## src/hw/rtl/aemc_pkg.sv

```systemverilog
// Shared types and constants of the averaged moisture calibrator.
`default_nettype none

package aemc_pkg;

    // Default values of the top-level parameters.
    localparam int BURST_LENGTH_DEF = 32;
    localparam int SAMPLE_BITS_DEF  = 12;

    // Depth of the queue between the accumulating front and the back end.
    localparam int QUEUE_DEPTH = 2;

    // Configuration port geometry and register indexes.
    localparam int CFG_IDX_W  = 2;
    localparam int CFG_DATA_W = 13;

    localparam logic [CFG_IDX_W-1:0] REG_ALPHA = 2'd0;
    localparam logic [CFG_IDX_W-1:0] REG_DRY   = 2'd1;
    localparam logic [CFG_IDX_W-1:0] REG_WET   = 2'd2;

    localparam logic [8:0]         ALPHA_RESET = 9'd64;
    localparam logic signed [12:0] LEVEL_UNSET = -13'sd1;

    // Divider geometry: the percentage quotient needs a 20-bit dividend and a
    // 13-bit divisor (twice the calibration span).
    localparam int PCT_DIV_W = 20;
    localparam int DIV_DEN_W = 13;

    // Percentage codes.
    localparam logic signed [7:0] PCT_NONE  = -8'sd1;
    localparam logic signed [7:0] PCT_EMPTY = 8'sd0;
    localparam logic signed [7:0] PCT_FULL  = 8'sd100;

    typedef struct packed {
        logic [8:0]         alpha_q8;
        logic signed [12:0] dry_level;
        logic signed [12:0] wet_level;
    } cfg_regs_t;

endpackage

`default_nettype wire

```

## src/hw/rtl/averaged_ema_moisture_calibrator_unit.sv

```systemverilog
// Top level of the burst-averaging, smoothed, calibrated moisture sensor.
//
// Usage: samples enter on the in channel (sample, read_failed) with valid and
// ready; every BURST_LENGTH good samples in a row form a burst, and a failed
// read discards the burst so far without a result. Each completed burst
// gives one transfer on the out channel: raw_mean, filtered_level and
// moisture_pct (-1 when the dry and wet levels are unusable).
// Registers alpha_q8, dry_level and wet_level are written on the cfg channel,
// which is always ready; write them only while the block is idle.
// The front takes one sample per cycle while the two-entry burst queue has
// room. The back end forms the mean by reciprocal multiplication in states
// ST_MDIV and ST_MFIX and smooths and calibrates in ST_MULA, ST_MULB, ST_SUM,
// ST_FILT and ST_CAL; out_valid is registered and rises when ST_CAL ends or,
// for a percentage strictly inside 0..100, after the iterative divide ends.
// With a ready receiver the back end is through with each burst total before
// the front can complete the next, so at the defaults the input never stalls.
// Reset restores the register defaults (alpha 64, levels unset), empties the
// queue and clears the burst and the smoother. A stalled receiver holds the
// result; the back end then waits, the queue fills and in_ready falls.
`default_nettype none

module averaged_ema_moisture_calibrator_unit #(
    parameter int BURST_LENGTH = aemc_pkg::BURST_LENGTH_DEF,
    parameter int SAMPLE_BITS  = aemc_pkg::SAMPLE_BITS_DEF
) (
    input  logic                            clk,
    input  logic                            rst_n,
    input  logic                            in_valid,
    output logic                            in_ready,
    input  logic [SAMPLE_BITS-1:0]          sample,
    input  logic                            read_failed,
    output logic                            out_valid,
    input  logic                            out_ready,
    output logic [SAMPLE_BITS-1:0]          raw_mean,
    output logic [SAMPLE_BITS-1:0]          filtered_level,
    output logic signed [7:0]               moisture_pct,
    input  logic                            cfg_valid,
    output logic                            cfg_ready,
    input  logic [aemc_pkg::CFG_IDX_W-1:0]  cfg_index,
    input  logic [aemc_pkg::CFG_DATA_W-1:0] cfg_data
);
    import aemc_pkg::*;

    localparam int SUM_W = SAMPLE_BITS + $clog2(BURST_LENGTH);

    cfg_regs_t cfg_reg, cfg_next;

    logic             q_push;
    logic [SUM_W-1:0] q_push_data;
    logic             q_full;
    logic             q_pop;
    logic             q_valid;
    logic [SUM_W-1:0] q_data;

    // Configuration writes complete in the cycle they are offered. An index
    // beyond the register list is accepted and ignored.
    assign cfg_ready = 1'b1;

    always_comb
    begin
        cfg_next = cfg_reg;
        if (cfg_valid && cfg_ready)
        begin
            case (cfg_index)
                REG_ALPHA: cfg_next.alpha_q8  = cfg_data[8:0];
                REG_DRY:   cfg_next.dry_level = cfg_data;
                REG_WET:   cfg_next.wet_level = cfg_data;
                default:   cfg_next = cfg_reg;
            endcase
        end
    end

    always_ff @(posedge clk or negedge rst_n)
    begin
        if (!rst_n)
        begin
            cfg_reg.alpha_q8  <= ALPHA_RESET;
            cfg_reg.dry_level <= LEVEL_UNSET;
            cfg_reg.wet_level <= LEVEL_UNSET;
        end
        else
        begin
            cfg_reg <= cfg_next;
        end
    end

    // The front sums samples and hands each finished burst total to the queue.
    aemc_front #(
        .BURST_LENGTH (BURST_LENGTH),
        .SAMPLE_BITS  (SAMPLE_BITS),
        .SUM_W        (SUM_W)
    ) u_front (
        .clk         (clk),
        .rst_n       (rst_n),
        .in_valid    (in_valid),
        .in_ready    (in_ready),
        .sample      (sample),
        .read_failed (read_failed),
        .push        (q_push),
        .push_data   (q_push_data),
        .full        (q_full)
    );

    // The queue lets the front keep collecting while the back end works.
    aemc_queue #(
        .W     (SUM_W),
        .DEPTH (QUEUE_DEPTH)
    ) u_queue (
        .clk       (clk),
        .rst_n     (rst_n),
        .push      (q_push),
        .push_data (q_push_data),
        .full      (q_full),
        .pop       (q_pop),
        .valid     (q_valid),
        .data      (q_data)
    );

    // The back end turns one burst total into one result transfer.
    aemc_back #(
        .BURST_LENGTH (BURST_LENGTH),
        .SAMPLE_BITS  (SAMPLE_BITS),
        .SUM_W        (SUM_W)
    ) u_back (
        .clk            (clk),
        .rst_n          (rst_n),
        .cfg            (cfg_reg),
        .q_valid        (q_valid),
        .q_data         (q_data),
        .q_pop          (q_pop),
        .out_valid      (out_valid),
        .out_ready      (out_ready),
        .raw_mean       (raw_mean),
        .filtered_level (filtered_level),
        .moisture_pct   (moisture_pct)
    );

endmodule

`default_nettype wire

```

## src/hw/rtl/aemc_front.sv

```systemverilog
// Front end: accepts samples and accumulates bursts into totals.
`default_nettype none

module aemc_front #(
    parameter int BURST_LENGTH = aemc_pkg::BURST_LENGTH_DEF,
    parameter int SAMPLE_BITS  = aemc_pkg::SAMPLE_BITS_DEF,
    parameter int SUM_W        = SAMPLE_BITS + $clog2(BURST_LENGTH)
) (
    input  logic                   clk,
    input  logic                   rst_n,
    input  logic                   in_valid,
    output logic                   in_ready,
    input  logic [SAMPLE_BITS-1:0] sample,
    input  logic                   read_failed,
    output logic                   push,
    output logic [SUM_W-1:0]       push_data,
    input  logic                   full
);
    import aemc_pkg::*;

    localparam int POS_W = $clog2(BURST_LENGTH + 1);
    localparam logic [POS_W-1:0] POS_LAST = POS_W'(BURST_LENGTH - 1);

    logic [POS_W-1:0] pos_reg, pos_next;
    logic [SUM_W-1:0] total_reg, total_next;
    logic [SUM_W-1:0] total_sum;
    logic             accept;

    assign in_ready  = !full;
    assign accept    = in_valid && in_ready;
    assign total_sum = total_reg + SUM_W'(sample);
    assign push_data = total_sum;

    always_comb
    begin
        pos_next   = pos_reg;
        total_next = total_reg;
        push       = 1'b0;
        if (accept)
        begin
            if (read_failed)
            begin
                // A failed read throws away the burst collected so far.
                pos_next   = '0;
                total_next = '0;
            end
            else if (pos_reg == POS_LAST)
            begin
                push       = 1'b1;
                pos_next   = '0;
                total_next = '0;
            end
            else
            begin
                pos_next   = pos_reg + POS_W'(1);
                total_next = total_sum;
            end
        end
    end

    always_ff @(posedge clk or negedge rst_n)
    begin
        if (!rst_n)
        begin
            pos_reg   <= '0;
            total_reg <= '0;
        end
        else
        begin
            pos_reg   <= pos_next;
            total_reg <= total_next;
        end
    end

endmodule

`default_nettype wire

```

## src/hw/rtl/aemc_queue.sv

```systemverilog
// Short first-in first-out queue of burst totals between front and back.
`default_nettype none

module aemc_queue #(
    parameter int W     = 17,
    parameter int DEPTH = aemc_pkg::QUEUE_DEPTH
) (
    input  logic         clk,
    input  logic         rst_n,
    input  logic         push,
    input  logic [W-1:0] push_data,
    output logic         full,
    input  logic         pop,
    output logic         valid,
    output logic [W-1:0] data
);
    import aemc_pkg::*;

    localparam int PTR_W = (DEPTH > 1) ? $clog2(DEPTH) : 1;
    localparam int CNT_W = $clog2(DEPTH + 1);
    localparam logic [PTR_W-1:0] PTR_LAST = PTR_W'(DEPTH - 1);
    localparam logic [CNT_W-1:0] CNT_FULL = CNT_W'(DEPTH);

    logic [W-1:0]     entry_reg [DEPTH];
    logic [PTR_W-1:0] wr_ptr_reg, wr_ptr_next;
    logic [PTR_W-1:0] rd_ptr_reg, rd_ptr_next;
    logic [CNT_W-1:0] count_reg, count_next;

    assign full  = (count_reg == CNT_FULL);
    assign valid = (count_reg != '0);
    assign data  = entry_reg[rd_ptr_reg];

    always_comb
    begin
        wr_ptr_next = wr_ptr_reg;
        rd_ptr_next = rd_ptr_reg;
        count_next  = count_reg;
        if (push)
        begin
            wr_ptr_next = (wr_ptr_reg == PTR_LAST) ? '0 : wr_ptr_reg + PTR_W'(1);
        end
        if (pop)
        begin
            rd_ptr_next = (rd_ptr_reg == PTR_LAST) ? '0 : rd_ptr_reg + PTR_W'(1);
        end
        if (push && !pop)
        begin
            count_next = count_reg + CNT_W'(1);
        end
        else if (pop && !push)
        begin
            count_next = count_reg - CNT_W'(1);
        end
    end

    always_ff @(posedge clk or negedge rst_n)
    begin
        if (!rst_n)
        begin
            wr_ptr_reg <= '0;
            rd_ptr_reg <= '0;
            count_reg  <= '0;
        end
        else
        begin
            wr_ptr_reg <= wr_ptr_next;
            rd_ptr_reg <= rd_ptr_next;
            count_reg  <= count_next;
        end
    end

    always_ff @(posedge clk)
    begin
        if (push)
        begin
            entry_reg[wr_ptr_reg] <= push_data;
        end
    end

    a_count_bound: assert property (@(posedge clk) disable iff (!rst_n)
        count_reg <= CNT_FULL)
        else $error("queue count exceeds its depth");
    a_no_overflow: assert property (@(posedge clk) disable iff (!rst_n)
        push |-> (!full || pop))
        else $error("push into a full queue");
    a_no_underflow: assert property (@(posedge clk) disable iff (!rst_n)
        pop |-> valid)
        else $error("pop from an empty queue");

endmodule

`default_nettype wire

```

## src/hw/rtl/aemc_divider.sv

```systemverilog
// Iterative restoring divider, one quotient bit per cycle.
`default_nettype none

module aemc_divider #(
    parameter int DW = 20,
    parameter int VW = aemc_pkg::DIV_DEN_W
) (
    input  logic          clk,
    input  logic          rst_n,
    input  logic          start,
    input  logic [DW-1:0] dividend,
    input  logic [VW-1:0] divisor,
    output logic          done,
    output logic [DW-1:0] quotient
);
    import aemc_pkg::*;

    localparam int CNT_W = $clog2(DW + 1);

    logic [VW-1:0]    rem_reg, rem_next;
    logic [DW-1:0]    quo_reg, quo_next;
    logic [VW-1:0]    dvs_reg, dvs_next;
    logic [CNT_W-1:0] cnt_reg, cnt_next;
    logic             busy_reg, busy_next;
    logic             done_reg, done_next;
    logic [VW:0]      trial;
    logic [VW:0]      trial_sub;
    logic             fits;

    assign trial     = {rem_reg, quo_reg[DW-1]};
    assign trial_sub = trial - {1'b0, dvs_reg};
    assign fits      = (trial >= {1'b0, dvs_reg});
    assign done      = done_reg;
    assign quotient  = quo_reg;

    always_comb
    begin
        rem_next  = rem_reg;
        quo_next  = quo_reg;
        dvs_next  = dvs_reg;
        cnt_next  = cnt_reg;
        busy_next = busy_reg;
        done_next = 1'b0;
        if (start)
        begin
            rem_next  = '0;
            quo_next  = dividend;
            dvs_next  = divisor;
            cnt_next  = CNT_W'(DW);
            busy_next = 1'b1;
        end
        else if (busy_reg)
        begin
            // The partial remainder stays below the divisor, so VW bits hold it.
            rem_next = fits ? trial_sub[VW-1:0] : trial[VW-1:0];
            quo_next = {quo_reg[DW-2:0], fits};
            cnt_next = cnt_reg - CNT_W'(1);
            if (cnt_reg == CNT_W'(1))
            begin
                busy_next = 1'b0;
                done_next = 1'b1;
            end
        end
    end

    always_ff @(posedge clk or negedge rst_n)
    begin
        if (!rst_n)
        begin
            cnt_reg  <= '0;
            busy_reg <= 1'b0;
            done_reg <= 1'b0;
        end
        else
        begin
            cnt_reg  <= cnt_next;
            busy_reg <= busy_next;
            done_reg <= done_next;
        end
    end

    always_ff @(posedge clk)
    begin
        rem_reg <= rem_next;
        quo_reg <= quo_next;
        dvs_reg <= dvs_next;
    end

endmodule

`default_nettype wire

```

## src/hw/rtl/aemc_back.sv

```systemverilog
// Back end: burst mean, moving average, calibration and the result register.
`default_nettype none

module aemc_back #(
    parameter int BURST_LENGTH = aemc_pkg::BURST_LENGTH_DEF,
    parameter int SAMPLE_BITS  = aemc_pkg::SAMPLE_BITS_DEF,
    parameter int SUM_W        = SAMPLE_BITS + $clog2(BURST_LENGTH)
) (
    input  logic                      clk,
    input  logic                      rst_n,
    input  aemc_pkg::cfg_regs_t       cfg,
    input  logic                      q_valid,
    input  logic [SUM_W-1:0]          q_data,
    output logic                      q_pop,
    output logic                      out_valid,
    input  logic                      out_ready,
    output logic [SAMPLE_BITS-1:0]    raw_mean,
    output logic [SAMPLE_BITS-1:0]    filtered_level,
    output logic signed [7:0]         moisture_pct
);
    import aemc_pkg::*;

    localparam int SMW  = SAMPLE_BITS + 8;
    localparam int PRW  = SMW + 9;
    localparam int CW   = ((SAMPLE_BITS > 12) ? SAMPLE_BITS : 12) + 2;
    localparam int DDW  = PCT_DIV_W;
    localparam int HALF = BURST_LENGTH / 2;
    localparam int RCW  = SUM_W + 1;
    localparam int MPW  = SUM_W + RCW;
    localparam logic signed [CW-1:0] LVL_MAX = CW'((1 << SAMPLE_BITS) - 1);
    localparam logic [RCW-1:0] MEAN_RECIP =
        RCW'((longint'(1) << SUM_W) / longint'(BURST_LENGTH));
    localparam logic [SUM_W-1:0] BL_SUM = SUM_W'(BURST_LENGTH);

    typedef enum logic [8:0] {
        ST_IDLE = 9'b0_0000_0001,
        ST_MDIV = 9'b0_0000_0010,
        ST_MFIX = 9'b0_0000_0100,
        ST_MULA = 9'b0_0000_1000,
        ST_MULB = 9'b0_0001_0000,
        ST_SUM  = 9'b0_0010_0000,
        ST_FILT = 9'b0_0100_0000,
        ST_CAL  = 9'b0_1000_0000,
        ST_PDIV = 9'b1_0000_0000
    } back_state_t;

    back_state_t state_reg, state_next;
    logic              out_valid_reg, out_valid_next;
    logic              primed_reg, primed_next;
    logic [SMW-1:0]    sm_reg, sm_next;
    logic [SUM_W-1:0]  mx_reg, mx_next;
    logic [SAMPLE_BITS-1:0] qe_reg, qe_next;
    logic [SAMPLE_BITS-1:0] mean_reg, mean_next;
    logic [SAMPLE_BITS-1:0] filt_reg, filt_next;
    logic [PRW-1:0]    p1_reg, p1_next;
    logic [PRW-1:0]    p2_reg, p2_next;
    logic signed [7:0] pct_reg, pct_next;

    logic [8:0]        a_eff;
    logic [8:0]        a_inv;
    logic [PRW:0]      blend_sum;
    logic [SMW:0]      filt_sum;

    logic [MPW-1:0]    mean_prod;
    logic [SUM_W-1:0]  mean_back;
    logic [SUM_W-1:0]  mean_rem;

    logic signed [CW-1:0] dry_x, wet_x, f_x, diff, den, diff_a, den_a;
    logic              cal_ok;
    logic [DDW-1:0]    cal_dividend;

    logic              div_start;
    logic [DDW-1:0]    div_dividend;
    logic [DIV_DEN_W-1:0] div_divisor;
    logic              div_done;
    logic [DDW-1:0]    div_quotient;

    aemc_divider #(
        .DW (DDW),
        .VW (DIV_DEN_W)
    ) u_div (
        .clk      (clk),
        .rst_n    (rst_n),
        .start    (div_start),
        .dividend (div_dividend),
        .divisor  (div_divisor),
        .done     (div_done),
        .quotient (div_quotient)
    );

    // Weight of the newest mean, with zero taken as one and anything above
    // one whole taken as one whole.
    assign a_eff = (cfg.alpha_q8 == 9'd0) ? 9'd1 :
                   (cfg.alpha_q8 > 9'd256) ? 9'd256 : cfg.alpha_q8;
    assign a_inv = 9'd256 - a_eff;

    assign blend_sum = (PRW+1)'(p1_reg) + (PRW+1)'(p2_reg) + (PRW+1)'(128);
    assign filt_sum  = (SMW+1)'(sm_reg) + (SMW+1)'(128);

    // Rounded mean by reciprocal multiplication. The estimate is at most one
    // below the true quotient, so one compare of the remainder corrects it.
    assign mean_prod = MPW'(mx_reg) * MPW'(MEAN_RECIP);
    assign mean_back = SUM_W'(qe_reg) * BL_SUM;
    assign mean_rem  = mx_reg - mean_back;

    // Calibration arithmetic, oriented so that the span is positive.
    always_comb
    begin
        dry_x  = {{(CW-13){cfg.dry_level[12]}}, cfg.dry_level};
        wet_x  = {{(CW-13){cfg.wet_level[12]}}, cfg.wet_level};
        f_x    = CW'(filt_reg);
        diff   = f_x - dry_x;
        den    = wet_x - dry_x;
        diff_a = den[CW-1] ? -diff : diff;
        den_a  = den[CW-1] ? -den : den;
        cal_ok = !dry_x[CW-1] && (dry_x <= LVL_MAX) &&
                 !wet_x[CW-1] && (wet_x <= LVL_MAX) && (den != '0);
        cal_dividend = DDW'(diff_a[11:0]) * DDW'(200) + DDW'(den_a[11:0]);
    end

    always_comb
    begin
        state_next     = state_reg;
        out_valid_next = out_valid_reg;
        primed_next    = primed_reg;
        sm_next        = sm_reg;
        mx_next        = mx_reg;
        qe_next        = qe_reg;
        mean_next      = mean_reg;
        filt_next      = filt_reg;
        p1_next        = p1_reg;
        p2_next        = p2_reg;
        pct_next       = pct_reg;
        q_pop          = 1'b0;
        div_start      = 1'b0;
        div_dividend   = '0;
        div_divisor    = '0;

        if (out_valid_reg && out_ready)
        begin
            out_valid_next = 1'b0;
        end

        case (state_reg)
            ST_IDLE:
            begin
                // A new burst starts only once the previous result has left.
                if (q_valid && !out_valid_reg)
                begin
                    q_pop      = 1'b1;
                    mx_next    = q_data + SUM_W'(HALF);
                    state_next = ST_MDIV;
                end
            end
            ST_MDIV:
            begin
                qe_next    = mean_prod[SUM_W+SAMPLE_BITS-1:SUM_W];
                state_next = ST_MFIX;
            end
            ST_MFIX:
            begin
                mean_next  = (mean_rem >= BL_SUM) ? qe_reg + SAMPLE_BITS'(1) : qe_reg;
                state_next = ST_MULA;
            end
            ST_MULA:
            begin
                p1_next    = PRW'(a_eff) * PRW'({mean_reg, 8'h00});
                state_next = ST_MULB;
            end
            ST_MULB:
            begin
                p2_next    = PRW'(a_inv) * PRW'(sm_reg);
                state_next = ST_SUM;
            end
            ST_SUM:
            begin
                sm_next     = primed_reg ? blend_sum[SMW+7:8] : {mean_reg, 8'h00};
                primed_next = 1'b1;
                state_next  = ST_FILT;
            end
            ST_FILT:
            begin
                filt_next  = filt_sum[SMW-1:8];
                state_next = ST_CAL;
            end
            ST_CAL:
            begin
                if (!cal_ok)
                begin
                    pct_next       = PCT_NONE;
                    out_valid_next = 1'b1;
                    state_next     = ST_IDLE;
                end
                else if (diff_a[CW-1] || (diff_a == '0))
                begin
                    pct_next       = PCT_EMPTY;
                    out_valid_next = 1'b1;
                    state_next     = ST_IDLE;
                end
                else if (diff_a >= den_a)
                begin
                    pct_next       = PCT_FULL;
                    out_valid_next = 1'b1;
                    state_next     = ST_IDLE;
                end
                else
                begin
                    div_start    = 1'b1;
                    div_dividend = cal_dividend;
                    div_divisor  = {den_a[11:0], 1'b0};
                    state_next   = ST_PDIV;
                end
            end
            ST_PDIV:
            begin
                if (div_done)
                begin
                    pct_next       = div_quotient[7:0];
                    out_valid_next = 1'b1;
                    state_next     = ST_IDLE;
                end
            end
            default:
            begin
                state_next = ST_IDLE;
            end
        endcase
    end

    always_ff @(posedge clk or negedge rst_n)
    begin
        if (!rst_n)
        begin
            state_reg     <= ST_IDLE;
            out_valid_reg <= 1'b0;
            primed_reg    <= 1'b0;
            sm_reg        <= '0;
        end
        else
        begin
            state_reg     <= state_next;
            out_valid_reg <= out_valid_next;
            primed_reg    <= primed_next;
            sm_reg        <= sm_next;
        end
    end

    always_ff @(posedge clk)
    begin
        mx_reg   <= mx_next;
        qe_reg   <= qe_next;
        mean_reg <= mean_next;
        filt_reg <= filt_next;
        p1_reg   <= p1_next;
        p2_reg   <= p2_next;
        pct_reg  <= pct_next;
    end

    assign out_valid      = out_valid_reg;
    assign raw_mean       = mean_reg;
    assign filtered_level = filt_reg;
    assign moisture_pct   = pct_reg;

    a_one_transfer: assert property (@(posedge clk) disable iff (!rst_n)
        (out_valid && out_ready) |=> !out_valid)
        else $error("result delivered twice");
    a_result_held: assert property (@(posedge clk) disable iff (!rst_n)
        (out_valid && !out_ready) |=> (out_valid && $stable(raw_mean) &&
            $stable(filtered_level) && $stable(moisture_pct)))
        else $error("result changed while waiting");
    a_done_expected: assert property (@(posedge clk) disable iff (!rst_n)
        div_done |-> (state_reg == ST_PDIV))
        else $error("divider finished outside the divide state");

endmodule

`default_nettype wire

```

## config.mk

```make
export PLATFORM = sky130hd
export DESIGN_NAME = averaged_ema_moisture_calibrator_unit
export DESIGN_NICKNAME = d
export VERILOG_FILES = /design/src/hw/rtl/aemc_pkg.sv /design/src/hw/rtl/averaged_ema_moisture_calibrator_unit.sv /design/src/hw/rtl/aemc_front.sv /design/src/hw/rtl/aemc_queue.sv /design/src/hw/rtl/aemc_divider.sv /design/src/hw/rtl/aemc_back.sv
export SDC_FILE = /design/constraint.sdc
export NUM_CORES = 1
export LEC_CHECK = 0
export ABC_AREA = 1
export ABC_CLOCK_PERIOD_IN_PS = 6100
export BUFFER_PORTS_ARGS = -buffer_cell sky130_fd_sc_hd__clkbuf_2
export CAP_MARGIN = 20
export CORE_MARGIN = 3
export CORE_UTILIZATION = 30
export DETAILED_ROUTE_END_ITERATION = 16
export PLACE_DENSITY = 0.47
export SLEW_MARGIN = 0
export SYNTH_ARGS = -nofsm -noshare
export SYNTH_HDL_FRONTEND = slang
export SYNTH_HIERARCHICAL = 1
export SYNTH_SLANG_ARGS = --single-unit
```

## constraint.sdc

```tcl
create_clock -name clk -period 6.1 [get_ports clk]
set_input_delay 0.305 -clock clk [delete_from_list [all_inputs] [get_ports clk]]
set_output_delay 0.305 -clock clk [all_outputs]
set_load 0.02 [all_outputs]
```

-- Word-level counts from Yosys, hierarchy flattened
Memories as Yosys holds them, arrays and structs flattened.
Cells that the tools add are included.
- register bits: 255
- output and inout port bits: 35
- RAM bits: 34
- word-level logic and storage cells: 164
- memories kept: 1
- input port bits: 33
- equal/unequal tests: 17
- mux-type cells: 57
- order comparisons: 6
- reductions and logical operators: 32
- add/sub/neg operators: 20
- $mul: 3
- bitwise logic cells: 2
- memory list (name ; depth ; bits a word ; rd ports ; clocked after memory_dff ; write ports ; line ; source):
    u_queue.entry_reg ; 2 ; 17 ; 1 ; 0 ; 1 ; aemc_queue.sv:24 ; logic [W-1:0] entry_reg [DEPTH];
- operators by type and width (operator ; number):
    20-bit 2-to-1 mux ; 7
    9-bit case mux with 9 select lines ; 1
    9-bit 2-to-1 mux ; 7
    17-bit 2-to-1 mux ; 2
    8-bit 2-to-1 mux ; 4
    28-bit adder ; 1
    28-bit by 8-bit adder with 28-bit output (second input constant) ; 1
    9-bit by 20-bit multiplier with 28-bit output ; 1
    14-bit 2-to-1 mux ; 2
    14-bit negator ; 2
    13-bit by 13-bit subtractor with 14-bit output ; 2
    13-bit <= comparator (second input constant) ; 2
    1-bit 2-to-1 mux ; 24
    20-bit by 12-bit adder with 20-bit output ; 1
    20-bit by 8-bit adder with 20-bit output (second input constant) ; 1
    9-bit by 12-bit multiplier with 20-bit output ; 1
    17-bit by 12-bit adder with 17-bit output ; 1
    17-bit by 5-bit adder with 17-bit output (second input constant) ; 1
    17-bit by 6-bit >= comparator with 1-bit output (second input constant) ; 1
    12-bit by 5-bit multiplier with 17-bit output (second input constant) ; 1
    17-bit subtractor ; 1
    8-bit case mux with 2 select lines ; 1
    14-bit by 13-bit >= comparator with 1-bit output ; 1
    14-bit >= comparator ; 1
    44 further kinds ; 70

-- Depth between registers and ports, before layout
Gate-level depths: netlist of the first run.
- depth in word-level cells: 10
- gate-level depth with buffers: 43
- mapped depth without buffers: 41

-- Cells and area by module
Netlist of the first run, hierarchy kept.
- by module, submodules not included (module ; sequential area each (µm²) ; area an instance (µm²) ; cells an instance ; times used):
    aemc_back ; 3689.8 ; 19558.8 ; 2528 ; 1
    aemc_divider ; 1426.4 ; 3148.0 ; 403 ; 1
    aemc_front ; 575.6 ; 1875.5 ; 286 ; 1
    averaged_ema_moisture_calibrator_unit ; 909.6 ; 1546.5 ; 160 ; 1
    aemc_queue ; 1121.1 ; 1483.9 ; 78 ; 1

-- Worst setup path before layout of the first run
Ideal clock, no wire load.
- kind: reg-to-reg
- start: reg cfg_reg[16] in the netlist's numbering
- end: reg u_back.u_div.quo_reg[19], in the netlist u_back/u_div/quotient[19], data pin
- library setup time: 0.131 ns
- stages on the path, launching flop included: 43
- arrival time: 6.337 ns
- required time: 5.969 ns
- path slack: -0.368 ns
- period minus slack after synthesis: 6.468 ns
- path buffers: 2
- cell sequence: dfstp_2 -> inv_1 -> ha_1 -> nand2_1 -> nor2_1 -> nand2_1 -> nand3_1 -> nand3_1 -> nand2_1 -> nand2_1 -> nand2_2 -> buf_4 -> clkbuf_1 -> o21ai_0 -> xor2_1 -> inv_1 -> ha_1 -> ha_1 -> (+7 left out) -> inv_1 -> ha_1 -> nand2_1 -> inv_1 -> nand4_1 -> nand2_1 -> nand2_1 -> a21oi_1 -> nand2_1 -> nor2_1 -> nand2_1 -> nor2_1 -> nand2_1 -> or2_2 -> and2_1 -> nor3_1 -> nand2_1 -> nand2_1
- cells in the longest elaborated chain, start to end: 10
- elaborated cells on any way between the ends: 26
- classes of those cells: 5 x add/sub; 1 x mul; 2 x order compare; 11 x mux; 7 x reduce/logical
- RTL lines (what ; line ; source):
    start: declaration ; averaged_ema_moisture_calibrator_unit.sv:46 ; cfg_regs_t cfg_reg, cfg_next;
    start signal: assignment ; averaged_ema_moisture_calibrator_unit.sv:83 ; cfg_reg <= cfg_next;
    13-bit by 13-bit subtractor with 14-bit output ; aemc_back.sv:112 ; diff = f_x - dry_x;
    14-bit negator ; aemc_back.sv:114 ; diff_a = den[CW-1] ? -diff : diff;
    14-bit 2-to-1 mux ; aemc_back.sv:114 ;
    12-bit by 5-bit multiplier with 17-bit output ; aemc_back.sv:118 ; cal_dividend = DDW'(diff_a[11:0]) * DDW'(200) + DDW'(den_a[11:0]);
    20-bit by 12-bit adder with 20-bit output ; aemc_back.sv:118 ;
    20-bit 2-to-1 mux ; aemc_back.sv:200 ; else if (diff_a >= den_a)
    20-bit 2-to-1 mux ; aemc_back.sv:194 ; else if (diff_a[CW-1] || (diff_a == '0))
    20-bit 2-to-1 mux * ; aemc_back.sv:188 ; if (!cal_ok)
    20-bit 2-to-1 mux * ; aemc_back.sv:144 ; case (state_reg)
    net u_back.div_dividend[19] ; aemc_back.sv:73 ; logic [DDW-1:0] div_dividend;
    20-bit 2-to-1 mux * ; aemc_divider.sv:44 ; if (start)
    net u_back.u_div.quo_next[19] ; aemc_divider.sv:21 ; logic [DW-1:0] quo_reg, quo_next;
    end signal: assignment ; aemc_divider.sv:85 ; quo_reg <= quo_next;
    end: declaration ; aemc_divider.sv:21 ;
The timed path passes the listed nets; every way through them passes the cells marked *.
A chain may end at the register's enable or synchronous reset.

-- Worst setup path after layout of the first run
- start: reg cfg_reg[23] in the netlist's numbering
- end: reg u_back.u_div.quo_reg[19], in the netlist u_back/u_div/quotient[19], data pin
Same word-level chain as after synthesis.

==> metrics.txt, run 1 <==
status=complete, no violations; syn avg cell area=7.94 um2; Setup violations, final=0; setup TNS=0 ns; Ports=68; CTS Buffer Depth=3; Initial Utilization=0.303; die height=308 um; family with the most delay on the worst path=simple AND/OR/NAND/NOR gates; DRC=0; num rows=110; layout cells sized above 1=0.150; Clock Power Share=0.133; vias in the first global route=22600; RSZ-0062 raised after global routing=true; Slew headroom=0.295; Final nets=4108; sw power=8110 uW; cell-internal power=8850 uW; max FFs per register=35; Post-Syn Instances=3441; Worst-path clk slew=0.06 ns; Layout Cells excl Fill=slightly below 5000; worst hold-check path type=in2reg; Layout Utilization=0.356; CP max stage delay=about 0.53 ns; die area=~0.095 mm2; CP max FO=5; Worst-Skew Late Latency=0.58 ns; worst r2r src=cfg_reg[23]; hold depth=4; clk_skew=approximately 0.023 ns; vias=22500; min Tclk post-route=5.82 ns; Post-Syn Area=roughly 0.027 mm2; CTS tree=yes; Sw Share=0.478; DP Cell Count=4748; fin. max-slew vios=0; cells on worst reg2reg path=39; initial drt markers=1327; post-route ant nets=0; Hold Startpoint=read_failed; Critical Path Stages=39; slowest stage cell, crit path=dfstp_2; GRT overflow=0; initial antenna violation count=2; largest net degree at the start of global routing=39; cts bufs inserted=38; post-DP HPWL=63900 um; sequential power share=0.149; CP bufs+invs=7; DRT Wirelength=79900 um; WP data required=roughly 6.5 ns; end of the worst hold path=u_front/pos_reg[4]; Tcrit/Tclk final=0.955; Die Wd=around 310 um; CP dominant cell by count=nand2_1; Pleak=0.0158 uW; H-tree depth=2; Crit. End Element=flip-flop; Gate power share=0.719; DR WL/cell=16.5 um; area grow syn2layout=17.3%; GR Util All Layers=0.169; DRT Pass-1 Iters=5; FF-to-FF End=u_back/u_div/quotient[19]; Reg2Reg Setup Slack=0.28 ns; Max Freq=about 170 MHz; Peak VDD IR=between 1 and 1.5 mV; core footprint=~0.090 mm2; first-pass GRT wire length=127000 um; MaxCap Viol Count=0; cell area power density=529 mW/mm2; Overall Power=about 17000 uW; CTS sink cnt=roughly 270; Placer Congestion=0.878; Avg Vias per Cell=4.64; YS warnings=6; critical path type=reg2reg; I/O Buffers=66; Fin. Hold Viols=0; Arrival @ worst endpoint=6.26 ns; Worst-Margin Slew=1.05 ns; Mapped Nets=3919; clk root buf=clkbuf_16; startpoint types=flip-flop
==> metal layers <==
layer / wire length, um / share of wire / global-route usage / vias to the layer above
li1: - / - / - / 11200
met1: 39200 / 0.49 / 0.244 / 10800
met2: 36100 / 0.45 / 0.274 / 410
met3: 3280 / 0.041 / 0.0193 / 65
met4: 1390 / 0.017 / 0.0355 / 0
met5: 0 / 0 / 0 / -
==> worst register-to-register path, delay by kind of cell, from the launching register on <==
| family | cells | cell delay, ns |
|---|---|---|
| and+or+nand+nor | 22 | 2.38 |
| buffers and inverters | 7 | 0.45 |
| AOI/OAI and AO/OA | 2 | 0.30 |
| xor gates and xnor gates | 2 | 0.35 |
| DFF | 1 | 0.53 |
| adders and majority gates | 6 | 1.68 |
==> what timing repair did <==
| action | 4_1_cts | 5_1_grt |
|---|---|---|
| buffers inserted | 1 | 11 |
| hold buffers | 5 | 0 |
| endpoints found under the setup margin | 6 | 27 |
| hold endpoints to repair | 11 | 0 |
| pin swaps | 1 | 46 |
| resized for setup | 2 | 161 |
==> power by group through the flow <==
stage / Sequential, uW / Clock, uW / Combinational, uW
4_1_cts: 2520 / 2320 / 11800
5_1_grt: 2560 / 2400 / 13900
2_1_floorplan: 2460 / 0 / 8580
6_report: 2520 / 2250 / 12200
3_5_place_dp: 2550 / 0 / 11700
3_3_place_gp: 2550 / 0 / 11700
==> worst max path at each step <==
stage,start,end,slack [ns]
after floorplan,cfg_reg[16],u_back/u_div/quotient[19],0.002
after global placement,cfg_reg[26],u_back/p2_reg[21],0.07
after detailed placement,cfg_reg[30],u_back/p2_reg[23],0.01
after CTS,cfg_reg[32],u_back/p2_reg[23],0.001
after global routing,cfg_reg[26],u_back/p2_reg[23],-0.09
final,cfg_reg[23],u_back/u_div/quotient[19],0.28
==> per-stage QoR <==
stage	worst slack (ns)	hold WS, ns	instance area (um2)
global route	-0.0900	0.0694	32000
floorplan	0.00246	0.00941	27400
global placement	0.0712	0.305	30000
detailed placement	0.0113	0.309	30000
finish	0.276	0.0498	32100
CTS	0.00136	0.00880	31300
==> area by class of cell <==
cell class              count  area (um2)
diodes                      1        2.50
clock buffers              52        1060
clock inverters            18         181
fillers                  9520       58100
inverters                 666        2510
multi-input cells        2432       17700
flip-flops and latches    269        7480
well taps                1176        1470
repair buffers            223        1620
==> cells in the final DEF, fill, tap and decap left out, types with 7 or more instances in the layout <==
cell type  instances
nand4_1           77
nand2_2           34
dfrtp_1           72
xnor2_1           33
nor2_1           272
and2_1            12
o21ai_0           75
nand3_2           14
ha_1             201
ha_4              27
inv_1            627
a21oi_1          112
nand2_1          836
clkinv_1          18
a21oi_2           19
ha_2               8
clkbuf_1           9
nor2_2            44
o211ai_1           9
o21bai_1           8
clkbuf_2          65
o22ai_1           10
fa_1             208
nor4_1            11
nor3_2             9
clkbuf_16         39
buf_4            144
nor3_1            30
dfstp_2           28
inv_2             26
o21ai_1           15
nand3b_1           7
mux2_4             9
or2_2              7
dfxtp_1           13
edfxtp_1         156
xor2_1           113
nand3_1          143
Power figures use the tool's default switching activity.
==> inputs of run 2 (changes only) <==
--- a/config.mk
+++ b/config.mk
@@ -10,9 +10,9 @@
 export BUFFER_PORTS_ARGS = -buffer_cell sky130_fd_sc_hd__clkbuf_2
 export CAP_MARGIN = 20
 export CORE_MARGIN = 3
-export CORE_UTILIZATION = 30
+export CORE_UTILIZATION = 55
 export DETAILED_ROUTE_END_ITERATION = 16
-export PLACE_DENSITY = 0.47
+export PLACE_DENSITY = 0.75
 export SLEW_MARGIN = 0
 export SYNTH_ARGS = -nofsm -noshare
 export SYNTH_HDL_FRONTEND = slang
==> metrics.txt, run 2 (synthesized netlist as in run 1, its figures left out) <==
I/O Buffers=66; Pleak=0.0156 uW; cts bufs inserted=30; area grow syn2layout=12.9%; Layout Utilization=0.629; area of the multi-input gates=0.0176 mm2; core footprint=0.0491 mm2; critical path type=reg2reg; clk root buf=clkbuf_16; H-tree depth=1; CTS tree=yes; startpoint types=flip-flop; Placer Congestion=0.969; Setup violations, final=0; MaxCap Viol Count=0; DR WL/cell=16.2 um; Tcrit/Tclk final=0.993; largest net degree at the start of global routing=74; Layout Cells excl Fill=4284; Worst-Margin Slew=0.988 ns; status=complete, no violations; Reg2Reg Setup Slack=0.04 ns; Hold Startpoint=cfg_data[2]; die area=roughly 0.052 mm2; Fin. Hold Viols=0; CTS Buffer Depth=3; clk_skew=approximately 0.03 ns; Slew headroom=0.341; initial antenna violation count=2; Sequential cell area=0.00748 mm2; post-route setup slack=0.0420 ns; commonest non-fill, non-tap cell in the layout=nand2_1; DRT Pass-1 Iters=6; cells on worst reg2reg path=40; Arrival @ worst endpoint=6.37 ns; fin. max-slew vios=0; CP dominant cell by count=nand2_1; die height=~230 um; Final nets=4074; num rows=81; initial drt markers=~1600; post-DP HPWL=54900 um; vias=22900; layout cells sized above 1=0.137; Worst-path clk slew=0.08 ns; GR Util All Layers=0.261; max FFs per register=35; Die Wd=roughly 230 um; CP max FO=5; slowest stage cell, crit path=dfstp_2; DRC=0; most frequent cells in the layout=nand2_1, inv_1, nor2_1; n_diodes=0; Crit. End Element=flip-flop; Peak VDD IR=1.55 mV; worst hold slack=between 0.015 and 0.02 ns; fillers=4273; dpl ws=-0.0353 ns; FF-to-FF End=u_back/u_div/quotient[19]; cell area power density=between 500 and 600 mW/mm2; Initial Utilization=0.557; worst r2r src=cfg_reg[23]; post-route ant nets=0; vias in the first global route=around 22000; Ports=68; CP max stage delay=0.53 ns; end of the worst hold path=cfg_reg[15]; worst hold-check path type=in2reg; Max Freq=165 MHz; CTS sink cnt=269; Avg Vias per Cell=roughly 5.4; DRT Wirelength=approximately 70000 um; min Tclk post-route=between 6 and 7 ns; hold depth=3; first-pass GRT wire length=roughly 110000 um; Worst-Skew Late Latency=0.58 ns; GRT overflow=0; DP Cell Count=~4200; RSZ-0062 raised after global routing=true; WP data required=around 6.4 ns
## run 2: repair_timing
item / 4_1_cts / 5_1_grt
buffers inserted: 0 / 12
hold buffers: 9 / 0
endpoints found under the setup margin: 6 / 67
pin swaps: 1 / 46
endpoints found under the hold margin: 39 / 0
gates cloned: 0 / 1
gates resized for setup: 4 / 131
## run 2: report_power, final
| part | leakage (uW) | switching [uW] | internal, uW |
|---|---|---|---|
| Combinational | 0.0124 | 7320 | 5510 |
| Clock | 0.000493 | 797 | 1080 |
| Sequential | 0.00273 | 217 | 2310 |
## run 2: how the worst max path moves through the flow
stage | start | end | slack (ns)
after global routing | cfg_reg[15] | u_back/u_div/quotient[19] | -0.36
after CTS | cfg_reg[30] | u_back/p2_reg[23] | -0.007
final | cfg_reg[23] | u_back/u_div/quotient[19] | 0.04
after global placement | cfg_reg[32] | u_back/p2_reg[26] | 0.11
after floorplan | cfg_reg[16] | u_back/u_div/quotient[19] | 0.002
after detailed placement | cfg_reg[32] | u_back/p2_reg[21] | -0.04
## run 2: stage by stage
step           cell area (um2)  setup TNS (ns)  power, uW
2_1_floorplan            27400               0      11000
3_3_place_gp             29100               0      14100
3_5_place_dp             29100          -0.154      14200
4_1_cts                  30200         -0.0131      16200
5_1_grt                  30800           -2.44      19000
6_report                 30800               0      17200
## run 2: per-layer routing
metal	part of all wire	global-route usage	vias up
li1	-	-	11200
met1	0.41	0.342	10800
met2	0.48	0.447	733
met3	0.061	0.0369	186
met4	0.042	0.0898	4
met5	0.00026	0	-
## run 2: worst max-delay path, delay by kind of cell, from the launching register on
| family | cells | cell delay, ns |
|---|---|---|
| buffers and inverters | 8 | 0.60 |
| xor gates and xnor gates | 2 | 0.36 |
| DFF | 1 | 0.53 |
| and+or+nand+nor | 23 | 2.35 |
| adders and majority gates | 6 | 1.79 |
| AOI/OAI and AO/OA | 1 | 0.15 |
## run 2: cell type report
class,count,area share
well taps,664,0.0269
flip-flops and latches,269,0.243
repair buffers,196,0.0462
clock buffers,33,0.0247
inverters,666,0.0815
repair inverters,1,0.000162
multi-input cells,2432,0.570
clock inverters,23,0.00819
